File: src/hw/rtl/periodic_task_rm_edf_scheduler_defines.svh
// assertion macros shared by the scheduler rtl
// depends on nothing; included by files that carry assertions
`ifndef PERIODIC_TASK_RM_EDF_SCHEDULER_DEFINES_SVH
`define PERIODIC_TASK_RM_EDF_SCHEDULER_DEFINES_SVH
`ifndef SYNTH
`define PTS_ASSERT(lbl, clk, rstn, prop) \
  lbl: assert property (@(posedge clk) disable iff (!rstn) prop) \
    else $error("scheduler assertion failed");
`define PTS_NEVER(lbl, clk, rstn, expr) \
  lbl: assert property (@(posedge clk) disable iff (!rstn) !(expr)) \
    else $error("scheduler forbidden condition");
`else
`define PTS_ASSERT(lbl, clk, rstn, prop)
`define PTS_NEVER(lbl, clk, rstn, expr)
`endif
`endif

File: src/hw/rtl/ptsched_pkg.sv
// types and constants of the periodic task scheduler
// depends on nothing
`timescale 1ns / 1ps
package ptsched_pkg;

  localparam logic [1:0] REQ_LOAD = 2'd0;
  localparam logic [1:0] REQ_TICK = 2'd1;
  localparam logic [1:0] REQ_READ = 2'd2;

  localparam logic [31:0] MAX32 = 32'hFFFF_FFFF;
  localparam logic [15:0] MAX16 = 16'hFFFF;

  typedef enum logic [3:0] {
    ST_IDLE,
    ST_LOAD,
    ST_READ,
    ST_RET,
    ST_ACC,
    ST_REL,
    ST_SEL,
    ST_PICK,
    ST_WAIT,
    ST_FIN
  } state_e;

  typedef enum logic {
    ALU_ADD,
    ALU_SUB
  } alu_op_e;

  typedef struct packed {
    state_e state;
    logic   cnt_inc;
    logic   cnt_clr;
  } seq_t;

  typedef struct packed {
    logic [1:0]  req_type;
    logic [2:0]  task_index;
    logic [15:0] release_time;
    logic [15:0] job_duration;
    logic [15:0] task_period;
    logic [15:0] rel_deadline;
  } req_t;

  typedef struct packed {
    logic [31:0] now_time;
    logic [2:0]  running_task;
    logic        cpu_idle;
    logic        switched;
    logic [7:0]  missed_mask;
    logic [7:0]  released_mask;
    logic [31:0] switch_total;
    logic [15:0] stat_lost;
    logic [31:0] stat_turnaround;
    logic [31:0] stat_wait;
    logic [15:0] stat_instances;
  } res_t;

endpackage

File: src/hw/rtl/ptsched_alu.sv
// shared 32 bit add / subtract unit with saturating add result
// depends on ptsched_pkg
`timescale 1ns / 1ps
module ptsched_alu (
  input  logic [31:0]          a_i,
  input  logic [31:0]          b_i,
  input  ptsched_pkg::alu_op_e op_i,
  output logic [32:0]          raw_o,
  output logic [31:0]          sat_o
);
  import ptsched_pkg::*;

  // raw sum or difference
  always_comb begin
    if (op_i == ALU_SUB) begin
      raw_o = {1'b0, a_i} - {1'b0, b_i};
    end else begin
      raw_o = {1'b0, a_i} + {1'b0, b_i};
    end
  end

  // clamp carry out on add
  assign sat_o = (op_i == ALU_ADD && raw_o[32]) ? MAX32 : raw_o[31:0];

endmodule

File: src/hw/rtl/ptsched_ctrl.sv
// sequencer of the scheduler: request decode and slot scan phases
// depends on ptsched_pkg
`timescale 1ns / 1ps
module ptsched_ctrl (
  input  logic              clk_i,
  input  logic              rst_ni,
  input  logic              start_i,
  input  logic [1:0]        req_type_i,
  input  logic              last_i,
  output ptsched_pkg::seq_t seq_o
);
  import ptsched_pkg::*;

  state_e state_q, state_d;

  // state register
  always_ff @(posedge clk_i or negedge rst_ni) begin
    if (!rst_ni) begin
      state_q <= ST_IDLE;
    end else begin
      state_q <= state_d;
    end
  end

  // next state
  always_comb begin
    state_d = state_q;
    unique case (state_q)
      ST_IDLE: begin
        if (start_i) begin
          if (req_type_i == REQ_TICK) state_d = ST_RET;
          else if (req_type_i == REQ_READ) state_d = ST_READ;
          else state_d = ST_LOAD;
        end
      end
      ST_LOAD: state_d = ST_IDLE;
      ST_READ: state_d = ST_IDLE;
      ST_RET:  state_d = ST_ACC;
      ST_ACC:  state_d = ST_REL;
      ST_REL:  state_d = last_i ? ST_SEL : ST_RET;
      ST_SEL:  state_d = last_i ? ST_PICK : ST_SEL;
      ST_PICK: state_d = ST_WAIT;
      ST_WAIT: state_d = last_i ? ST_FIN : ST_WAIT;
      ST_FIN:  state_d = ST_IDLE;
      default: state_d = ST_IDLE;
    endcase
  end

  // slot counter control
  always_comb begin
    seq_o.state   = state_q;
    seq_o.cnt_inc = 1'b0;
    seq_o.cnt_clr = 1'b0;
    unique case (state_q)
      ST_REL, ST_SEL, ST_WAIT: begin
        seq_o.cnt_inc = !last_i;
        seq_o.cnt_clr = last_i;
      end
      default: begin
        seq_o.cnt_inc = 1'b0;
        seq_o.cnt_clr = 1'b0;
      end
    endcase
  end

endmodule

File: src/hw/rtl/periodic_task_rm_edf_scheduler.sv
// load and read pass through ST_LOAD or ST_READ and then the result register.
// a tick runs per-slot scans through the shared adder: retire (ST_RET, ST_ACC) and
// release (ST_REL) per slot, then select (ST_SEL), ST_PICK, the wait scan (ST_WAIT)
// and ST_FIN. a new request is taken only while idle, busy_o high meanwhile.
// reset: asynchronous active low, clears time, tasks, jobs and statistics.
// results appear for one cycle on done_o; the receiver cannot stall.
`timescale 1ns / 1ps
`include "periodic_task_rm_edf_scheduler_defines.svh"
module periodic_task_rm_edf_scheduler #(
  parameter int MAX_TASKS = 8
) (
  input  logic              clk_i,
  input  logic              rst_ni,
  input  logic              start_i,
  output logic              busy_o,
  input  ptsched_pkg::req_t req_i,
  output logic              done_o,
  output ptsched_pkg::res_t res_o,
  input  logic              cfg_valid_i,
  output logic              cfg_ready_o,
  input  logic              cfg_data_i
);
  import ptsched_pkg::*;

  localparam int IW = (MAX_TASKS > 1) ? $clog2(MAX_TASKS) : 1;

  seq_t seq;
  logic accept, last;
  logic [IW-1:0] cnt_q;
  logic [31:0] cnt_ext;
  req_t req_q;
  logic slot_ok;

  logic mode_q;
  logic [31:0] cur_q, switch_q;
  logic run_valid_q;
  logic [IW-1:0] run_slot_q;

  logic          valid_q    [MAX_TASKS];
  logic          active_q   [MAX_TASKS];
  logic [15:0]   dur_q      [MAX_TASKS];
  logic [15:0]   per_q      [MAX_TASKS];
  logic [15:0]   dl_q       [MAX_TASKS];
  logic [31:0]   nrel_q     [MAX_TASKS];
  logic [31:0]   jrel_q     [MAX_TASKS];
  logic [15:0]   exec_q     [MAX_TASKS];
  logic [15:0]   lost_q     [MAX_TASKS];
  logic [31:0]   turn_q     [MAX_TASKS];
  logic [31:0]   wait_q     [MAX_TASKS];
  logic [15:0]   inst_q     [MAX_TASKS];

  logic retire_q, miss_q, rel_q;
  logic [31:0] diff_q;
  logic found_q;
  logic [IW-1:0] best_q;
  logic [32:0] best_key_q;
  logic [7:0] missed_q, released_q;
  logic switched_q;

  logic [31:0] alu_a, alu_b, alu_sat;
  logic [32:0] alu_raw;
  alu_op_e alu_op;
  logic [32:0] key;
  logic [15:0] ld_per, ld_dl;
  logic [31:0] best_ext;

  logic done_q;
  res_t res_q, res_d;

  assign accept      = start_i && !busy_o;
  assign busy_o      = (seq.state != ST_IDLE);
  assign cfg_ready_o = 1'b1;
  assign last        = (cnt_q == IW'(MAX_TASKS - 1));
  assign cnt_ext     = 32'(cnt_q);
  assign best_ext    = 32'(best_q);
  assign slot_ok     = (32'(req_q.task_index) < 32'(MAX_TASKS));
  assign done_o      = done_q;
  assign res_o       = res_q;

  // sequencer
  ptsched_ctrl u_ctrl (
    .clk_i      (clk_i),
    .rst_ni     (rst_ni),
    .start_i    (accept),
    .req_type_i (req_i.req_type),
    .last_i     (last),
    .seq_o      (seq)
  );

  // shared adder operand selection
  always_comb begin
    alu_a  = '0;
    alu_b  = '0;
    alu_op = ALU_ADD;
    case (seq.state)
      ST_RET: begin
        alu_a  = cur_q;
        alu_b  = jrel_q[cnt_q];
        alu_op = ALU_SUB;
      end
      ST_ACC: begin
        alu_a = turn_q[cnt_q];
        alu_b = diff_q;
      end
      ST_REL: begin
        alu_a = nrel_q[cnt_q];
        alu_b = {16'd0, per_q[cnt_q]};
      end
      ST_SEL: begin
        alu_a = jrel_q[cnt_q];
        alu_b = {16'd0, dl_q[cnt_q]};
      end
      ST_WAIT: begin
        alu_a = wait_q[cnt_q];
        alu_b = 32'd1;
      end
      default: begin
        alu_a = '0;
      end
    endcase
  end

  ptsched_alu u_alu (
    .a_i   (alu_a),
    .b_i   (alu_b),
    .op_i  (alu_op),
    .raw_o (alu_raw),
    .sat_o (alu_sat)
  );

  // selection key of the scanned slot
  assign key = mode_q ? alu_raw : {17'd0, per_q[cnt_q]};

  // load value clamping
  always_comb begin
    ld_per = (req_q.task_period == 16'd0) ? 16'd1 : req_q.task_period;
    ld_dl  = (req_q.rel_deadline > ld_per) ? ld_per : req_q.rel_deadline;
  end

  // request capture, counter and mode register
  always_ff @(posedge clk_i or negedge rst_ni) begin
    if (!rst_ni) begin
      cnt_q  <= '0;
      mode_q <= 1'b0;
    end else begin
      if (cfg_valid_i && cfg_ready_o) mode_q <= cfg_data_i;
      if (accept) begin
        cnt_q <= (req_i.req_type == REQ_TICK) ? '0 : IW'(req_i.task_index);
      end else if (seq.cnt_clr) begin
        cnt_q <= '0;
      end else if (seq.cnt_inc) begin
        cnt_q <= cnt_q + IW'(1);
      end
    end
  end

  always_ff @(posedge clk_i) begin
    if (accept) req_q <= req_i;
  end

  // per-slot scan flags and task parameters
  always_ff @(posedge clk_i) begin
    case (seq.state)
      ST_LOAD: begin
        if (slot_ok && req_q.req_type == REQ_LOAD) begin
          dur_q[cnt_q]  <= req_q.job_duration;
          per_q[cnt_q]  <= ld_per;
          dl_q[cnt_q]   <= ld_dl;
          nrel_q[cnt_q] <= {16'd0, req_q.release_time};
        end
      end
      ST_RET: begin
        diff_q   <= alu_raw[31:0];
        retire_q <= active_q[cnt_q] && ((exec_q[cnt_q] >= dur_q[cnt_q])
                    || (alu_raw[31:0] >= {16'd0, dl_q[cnt_q]}));
        miss_q   <= active_q[cnt_q] && (exec_q[cnt_q] < dur_q[cnt_q])
                    && (alu_raw[31:0] >= {16'd0, dl_q[cnt_q]});
      end
      ST_ACC: begin
        rel_q <= valid_q[cnt_q] && !(active_q[cnt_q] && !retire_q)
                 && (cur_q >= nrel_q[cnt_q]);
        if (valid_q[cnt_q] && !(active_q[cnt_q] && !retire_q)
            && (cur_q >= nrel_q[cnt_q])) begin
          jrel_q[cnt_q] <= nrel_q[cnt_q];
          exec_q[cnt_q] <= 16'd0;
        end
      end
      ST_REL: begin
        if (rel_q) nrel_q[cnt_q] <= alu_sat;
      end
      ST_SEL: begin
        if (active_q[cnt_q] && (!found_q || key < best_key_q)) begin
          best_q     <= cnt_q;
          best_key_q <= key;
        end
      end
      ST_WAIT: begin
        if (active_q[cnt_q] && found_q && cnt_q == best_q
            && exec_q[cnt_q] != MAX16) begin
          exec_q[cnt_q] <= exec_q[cnt_q] + 16'd1;
        end
      end
      default: begin
        diff_q <= diff_q;
      end
    endcase
  end

  // scheduler control state and statistics
  always_ff @(posedge clk_i or negedge rst_ni) begin
    if (!rst_ni) begin
      cur_q       <= '0;
      switch_q    <= '0;
      run_valid_q <= 1'b0;
      run_slot_q  <= '0;
      found_q     <= 1'b0;
      missed_q    <= '0;
      released_q  <= '0;
      switched_q  <= 1'b0;
      for (int i = 0; i < MAX_TASKS; i++) begin
        valid_q[i]  <= 1'b0;
        active_q[i] <= 1'b0;
        lost_q[i]   <= '0;
        turn_q[i]   <= '0;
        wait_q[i]   <= '0;
        inst_q[i]   <= '0;
      end
    end else begin
      if (accept) begin
        found_q    <= 1'b0;
        missed_q   <= '0;
        released_q <= '0;
        switched_q <= 1'b0;
      end
      case (seq.state)
        ST_LOAD: begin
          if (slot_ok && req_q.req_type == REQ_LOAD) begin
            valid_q[cnt_q]  <= 1'b1;
            active_q[cnt_q] <= 1'b0;
            if (run_valid_q && run_slot_q == cnt_q) run_valid_q <= 1'b0;
          end
        end
        ST_ACC: begin
          // retire the finished or late job
          if (retire_q) begin
            turn_q[cnt_q] <= alu_sat;
            if (inst_q[cnt_q] != MAX16) inst_q[cnt_q] <= inst_q[cnt_q] + 16'd1;
            if (miss_q) begin
              if (lost_q[cnt_q] != MAX16) lost_q[cnt_q] <= lost_q[cnt_q] + 16'd1;
              if (cnt_ext < 32'd8) missed_q[cnt_ext[2:0]] <= 1'b1;
            end
            if (run_valid_q && run_slot_q == cnt_q) run_valid_q <= 1'b0;
          end
          // release a due job
          if (valid_q[cnt_q] && !(active_q[cnt_q] && !retire_q)
              && (cur_q >= nrel_q[cnt_q])) begin
            active_q[cnt_q] <= 1'b1;
            if (cnt_ext < 32'd8) released_q[cnt_ext[2:0]] <= 1'b1;
          end else if (retire_q) begin
            active_q[cnt_q] <= 1'b0;
          end
        end
        ST_SEL: begin
          if (active_q[cnt_q]) found_q <= 1'b1;
        end
        ST_PICK: begin
          if (found_q && !(run_valid_q && run_slot_q == best_q)) begin
            run_valid_q <= 1'b1;
            run_slot_q  <= best_q;
            switched_q  <= 1'b1;
            if (switch_q != MAX32) switch_q <= switch_q + 32'd1;
          end
          if (!found_q) run_valid_q <= 1'b0;
        end
        ST_WAIT: begin
          if (active_q[cnt_q] && !(found_q && cnt_q == best_q)) begin
            wait_q[cnt_q] <= alu_sat;
          end
        end
        ST_FIN: begin
          if (cur_q != MAX32) cur_q <= cur_q + 32'd1;
        end
        default: begin
          cur_q <= cur_q;
        end
      endcase
    end
  end

  // result register and strobe
  always_ff @(posedge clk_i or negedge rst_ni) begin
    if (!rst_ni) begin
      done_q <= 1'b0;
    end else begin
      done_q <= (seq.state == ST_LOAD) || (seq.state == ST_READ)
                || (seq.state == ST_FIN);
    end
  end

  // result assembly
  always_comb begin
    res_d              = '0;
    res_d.now_time     = cur_q;
    res_d.switch_total = switch_q;
    if (seq.state == ST_READ && slot_ok && req_q.req_type == REQ_READ) begin
      res_d.stat_lost       = lost_q[cnt_q];
      res_d.stat_turnaround = turn_q[cnt_q];
      res_d.stat_wait       = wait_q[cnt_q];
      res_d.stat_instances  = inst_q[cnt_q];
    end
    if (seq.state == ST_FIN) begin
      res_d.running_task  = found_q ? best_ext[2:0] : 3'd0;
      res_d.cpu_idle      = !found_q;
      res_d.switched      = switched_q;
      res_d.missed_mask   = missed_q;
      res_d.released_mask = released_q;
    end
  end

  always_ff @(posedge clk_i) begin
    if (seq.state == ST_LOAD || seq.state == ST_READ || seq.state == ST_FIN) begin
      res_q <= res_d;
    end
  end

  // checks
  `PTS_ASSERT(a_done_idle, clk_i, rst_ni, done_o |-> !busy_o)
  `PTS_ASSERT(a_accept_busy, clk_i, rst_ni, accept |=> busy_o)
  `PTS_NEVER(a_idle_no_switch, clk_i, rst_ni, done_o && res_o.cpu_idle && res_o.switched)

endmodule

File: config.mk
export PLATFORM = sky130hd
export DESIGN_NAME = periodic_task_rm_edf_scheduler
export DESIGN_NICKNAME = d
export VERILOG_FILES = /design/src/hw/rtl/ptsched_pkg.sv /design/src/hw/rtl/ptsched_alu.sv /design/src/hw/rtl/ptsched_ctrl.sv /design/src/hw/rtl/periodic_task_rm_edf_scheduler.sv
export VERILOG_INCLUDE_DIRS = /design/src /design/src/hw/rtl
export SDC_FILE = /design/constraint.sdc
export NUM_CORES = 2
export LEC_CHECK = 0
export BUFFER_PORTS_ARGS = -buffer_cell sky130_fd_sc_hd__buf_4
export CORE_AREA = 2 2 441 443
export DETAILED_ROUTE_END_ITERATION = 7
export DIE_AREA = 0 0 443 445
export GPL_TIMING_DRIVEN = 0
export PLACE_DENSITY = 0.69
export SYNTH_ARGS = -nofsm -noshare
export SYNTH_HDL_FRONTEND = slang
export SYNTH_SLANG_ARGS = --single-unit
File: constraint.sdc
create_clock -name clk_i -period 15.2 [get_ports clk_i]
set_clock_uncertainty 0.1 [all_clocks]
set_input_delay 0.76 -clock clk_i [delete_from_list [all_inputs] [get_ports clk_i]]
set_output_delay 0.76 -clock clk_i [all_outputs]
set_load 0.1 [all_outputs]
==> flow_summary.json <==
{
  "yosysTopAreaCellShare": 0.421,
  "chipHeight_um": 445,
  "synth_area_leader_cell": "edfxtp_1",
  "floorplan.initialDensity": 0.499,
  "timing.hold.worst.start": "cfg_valid_i",
  "end_kind": "flip-flop",
  "synth-edff-count": 1342,
  "min_path_type": "in2reg",
  "synth_sequential_area_ratio": 0.651,
  "path_class": "reg2reg",
  "total_number_of_vias": 72100,
  "post_synth.cell_area_avg_um2": 13.3,
  "critical_path.startpoint_type": "flip-flop",
  "tightest_slew_ns": 1.72,
  "worst_slack_ns": -0.352,
  "worst_setup_path_startpoint": "cnt_q[2]",
  "num_io_pins": 258,
  "power.density_cell_area_nw_per_um2": 242,
  "final_hold_viol_count": 0,
  "finalWeightedCongestion": 1.06,
  "status": "finished, violations left",
  "wl_um": 389000,
  "synth_async_sr_flop_share": 0.396,
  "worst_path_most_repeated_cell": "buf_4",
  "synthDistinctLibCells": 95,
  "synthesis.area_um2": 95700,
  "drc_errors": 3,
  "drt_first_iter_violations": 11700,
  "ir_drop_uv": 269,
  "final.period_utilization": 1.02,
  "worst_slew_margin_rel": -0.145,
  "drt-pass1-iter-count": 8,
  "finish.net_count": 8071,
  "clock_sinks": 2221,
  "fp.coreArea_um2": 192000,
  "cell_at_the_slowest_stage_of_the_critical_path": "clkdlybuf4s15_1",
  "cts-root-to-sink-buffers": 3,
  "worst-endpoint-required_ns": 15.69,
  "grt_start_max_net_pins": 124,
  "first_global_vias": 68800,
  "biggest_cell_delay_along_the_critical_path_ns": 1.28,
  "clock_tree_from_tritoncts": "built",
  "dpl.hpwl_um": 277000,
  "arrival_ns": 16.04,
  "antenna_violations_before_repair": 24,
  "post-cts-setup-buffer-count": 0,
  "global_route.usage.total": 0.389,
  "synth_ff_type": "edfxtp_1",
  "drv.max_cap_violation_count": 29,
  "wl_per_cell_um": 36.7,
  "floorplan.die_area_um2": 197000,
  "layout-area-overhead-vs-synth_pct": 16.0,
  "tritoncts.num_buffers": 223,
  "final_power_mw": 26.8,
  "commonest_cells_after_routing_fill_and_taps_aside": "1342 x edfxtp_1, 917 x nand2_1, 879 x dfrtp_1",
  "synth_seq_cells": 2221,
  "final_max_slew_violation_count": 282,
  "clkSlewWorstSetupHoldPaths_ns": 0.07,
  "worst_flop_to_flop_path_startpoint": "cnt_q[2]",
  "first_pass_grt_wire_length_um": 534000,
  "floorplan.die.width_um": 443,
  "place.port_buffers": 256,
  "root_buffer_selected_by_cts": "clkbuf_16",
  "cell_area_after_placement_um2": 103000,
  "yosys_warnings": 0,
  "leading_cell_type_in_the_layout_fill_and_taps_excluded": "edfxtp_1",
  "finalCoreUtilization": 0.578,
  "layout-drive-gt1-share": 0.157,
  "htree_levels": 4,
  "synth_fp_nets": 7448,
  "main_area_contributors_after_synthesis": "edfxtp_1 42%, dfrtp_1 23%, o211ai_1 4.3%, nand2_1 3.6%, a22oi_1 2.4%",
  "setup_viol_count_final": 36,
  "final_period_minus_worst_setup_slack_ns": 15.55,
  "std_cell_rows": 161,
  "fmax_ghz": 0.0643,
  "fillers": 15300,
  "cp_max_fo": 20,
  "grt_overflow_total": 0,
  "routed_via_density": 6.81,
  "p_leak_nw": 42.8,
  "synthesized_instance_count": 7219,
  "finalHoldWorstSlack_ns": 0.0588,
  "postRouteAntennaNets": 0,
  "place_worst_setup_slack_ns": -0.0681,
  "violated_checks": "design-rule violations, max-capacitance violations, max-slew violations, negative setup slack",
  "stdcell_area_um2": 111000,
  "worstSkewPairLatency_ns": 0.93
}
-- flip-flops by register name, summed over array words and instances, names as in the netlist, 4 cells and up, named ones only --
name and count:
best_key_q 33, cur_q 32, diff_q 32, dl_q 128
dur_q 128, exec_q 128, inst_q 128, jrel_q 256
lost_q 128, missed_q 8, nrel_q 256, per_q 128
released_q 8, req_q 66, res_o 181, switch_q 32
turn_q 256, u_ctrl.state_q 4, valid_q 8, wait_q 256
-- kinds of logic (layout without fill, tap and decap cells) --
group	Yosys count	in the layout	synth area share
flip-flops	2221	2221	0.651
AO/OA/AOI/OAI	1820	1820	0.136
AND/OR/NAND/NOR	1655	1655	0.0780
buffers and inverters	690	1513	0.0326
multiplexers	512	512	0.0676
XOR/XNOR	165	165	0.0151
adder cells (fa/ha/maj)	155	155	0.0203
other	1	24	0.0000392
-- synthesized netlist by cell type, types with 30 or more instances --
master,count
xor2_1,51
nand2_1,917
buf_4,51
clkbuf_1,324
a221oi_1,149
o211ai_1,549
edfxtp_1,1342
buf_2,79
xnor2_1,114
a22o_1,74
nand2b_1,30
inv_1,156
o21ai_0,277
nand3_1,61
mux4_2,84
o22ai_1,53
dfrtp_1,879
a22oi_1,311
nor2_1,267
a221o_1,31
a21oi_1,167
a21o_1,51
nor3_1,32
nor2b_1,57
nand4_1,87
mux2i_1,198
ha_1,154
mux2_2,201
and3_1,81
buf_1,47
-- routing by layer --
layer | wire length (µm) | up-vias | share of wire | track usage
li1 | - | 28800 | - | -
met1 | 131000 | 36300 | 0.34 | 0.463
met2 | 169000 | 5519 | 0.43 | 0.578
met3 | 49200 | 1506 | 0.13 | 0.123
met4 | 39200 | 26 | 0.10 | 0.323
met5 | 182 | - | 0.00047 | 0.000733
-- repair_timing --
action,CTS,global route
gates resized for setup,1,8
hold buffers,67,0
cloned,0,0
hold endpoints to repair,120,0
setup endpoints to repair,17,36
-- final timing paths --
check / endpoint / slack, ns / cells past startpoint
max: best_key_q[9] / -0.35 / 39
min: mode_q / 0.06 / 2
max reg2reg: best_key_q[9] / -0.35 / 39
min reg2reg: valid_q[5] / 0.37 / 1
max in group asynchronous: wait_q[106] / 12.33 / 6
min in group asynchronous: done_o / 0.27 / 2
-- cell type report --
class | count | area (µm²) | share of cell area
buffer | 531 | 2590 | 0.0234
tap | 2526 | 3160 | 0.0285
timing repair buffer | 398 | 4050 | 0.0365
multi-input combinational | 4308 | 30600 | 0.276
inverter | 159 | 599 | 0.00540
antenna | 23 | 57.6 | 0.000518
clock buffer | 303 | 6230 | 0.0561
sequential | 2221 | 62300 | 0.561
clock inverter | 122 | 1390 | 0.0125
-- through the flow --
stage | cells | TNS, ns
finish | 10600 | -8.11
global route | 10600 | -0.237
CTS | 10600 | 0
detailed placement | 10100 | -1.11
global placement | 10000 | -365.90
floorplan | 7219 | 0
-- worst max-delay path, delay by kind of cell, from the launching register on --
family                   cells  cell delay, ns
flip-flops                   1            0.53
AND/OR/NAND/NOR              4            0.80
AO/OA/AOI/OAI               14            3.95
XOR/XNOR                     1            0.54
buffers and inverters       18            8.49
adder cells (fa/ha/maj)      2            0.64
-- where the power goes --
group	leakage [nW]	switching (mW)	internal, mW	total, mW
Combinational	14.6	10.5	2.77	13.3
Sequential	24.4	0.340	7.48	7.82
Clock	3.71	2.49	3.21	5.70
Total	42.8	13.4	13.5	26.8
(Power assumes the default switching activity.)
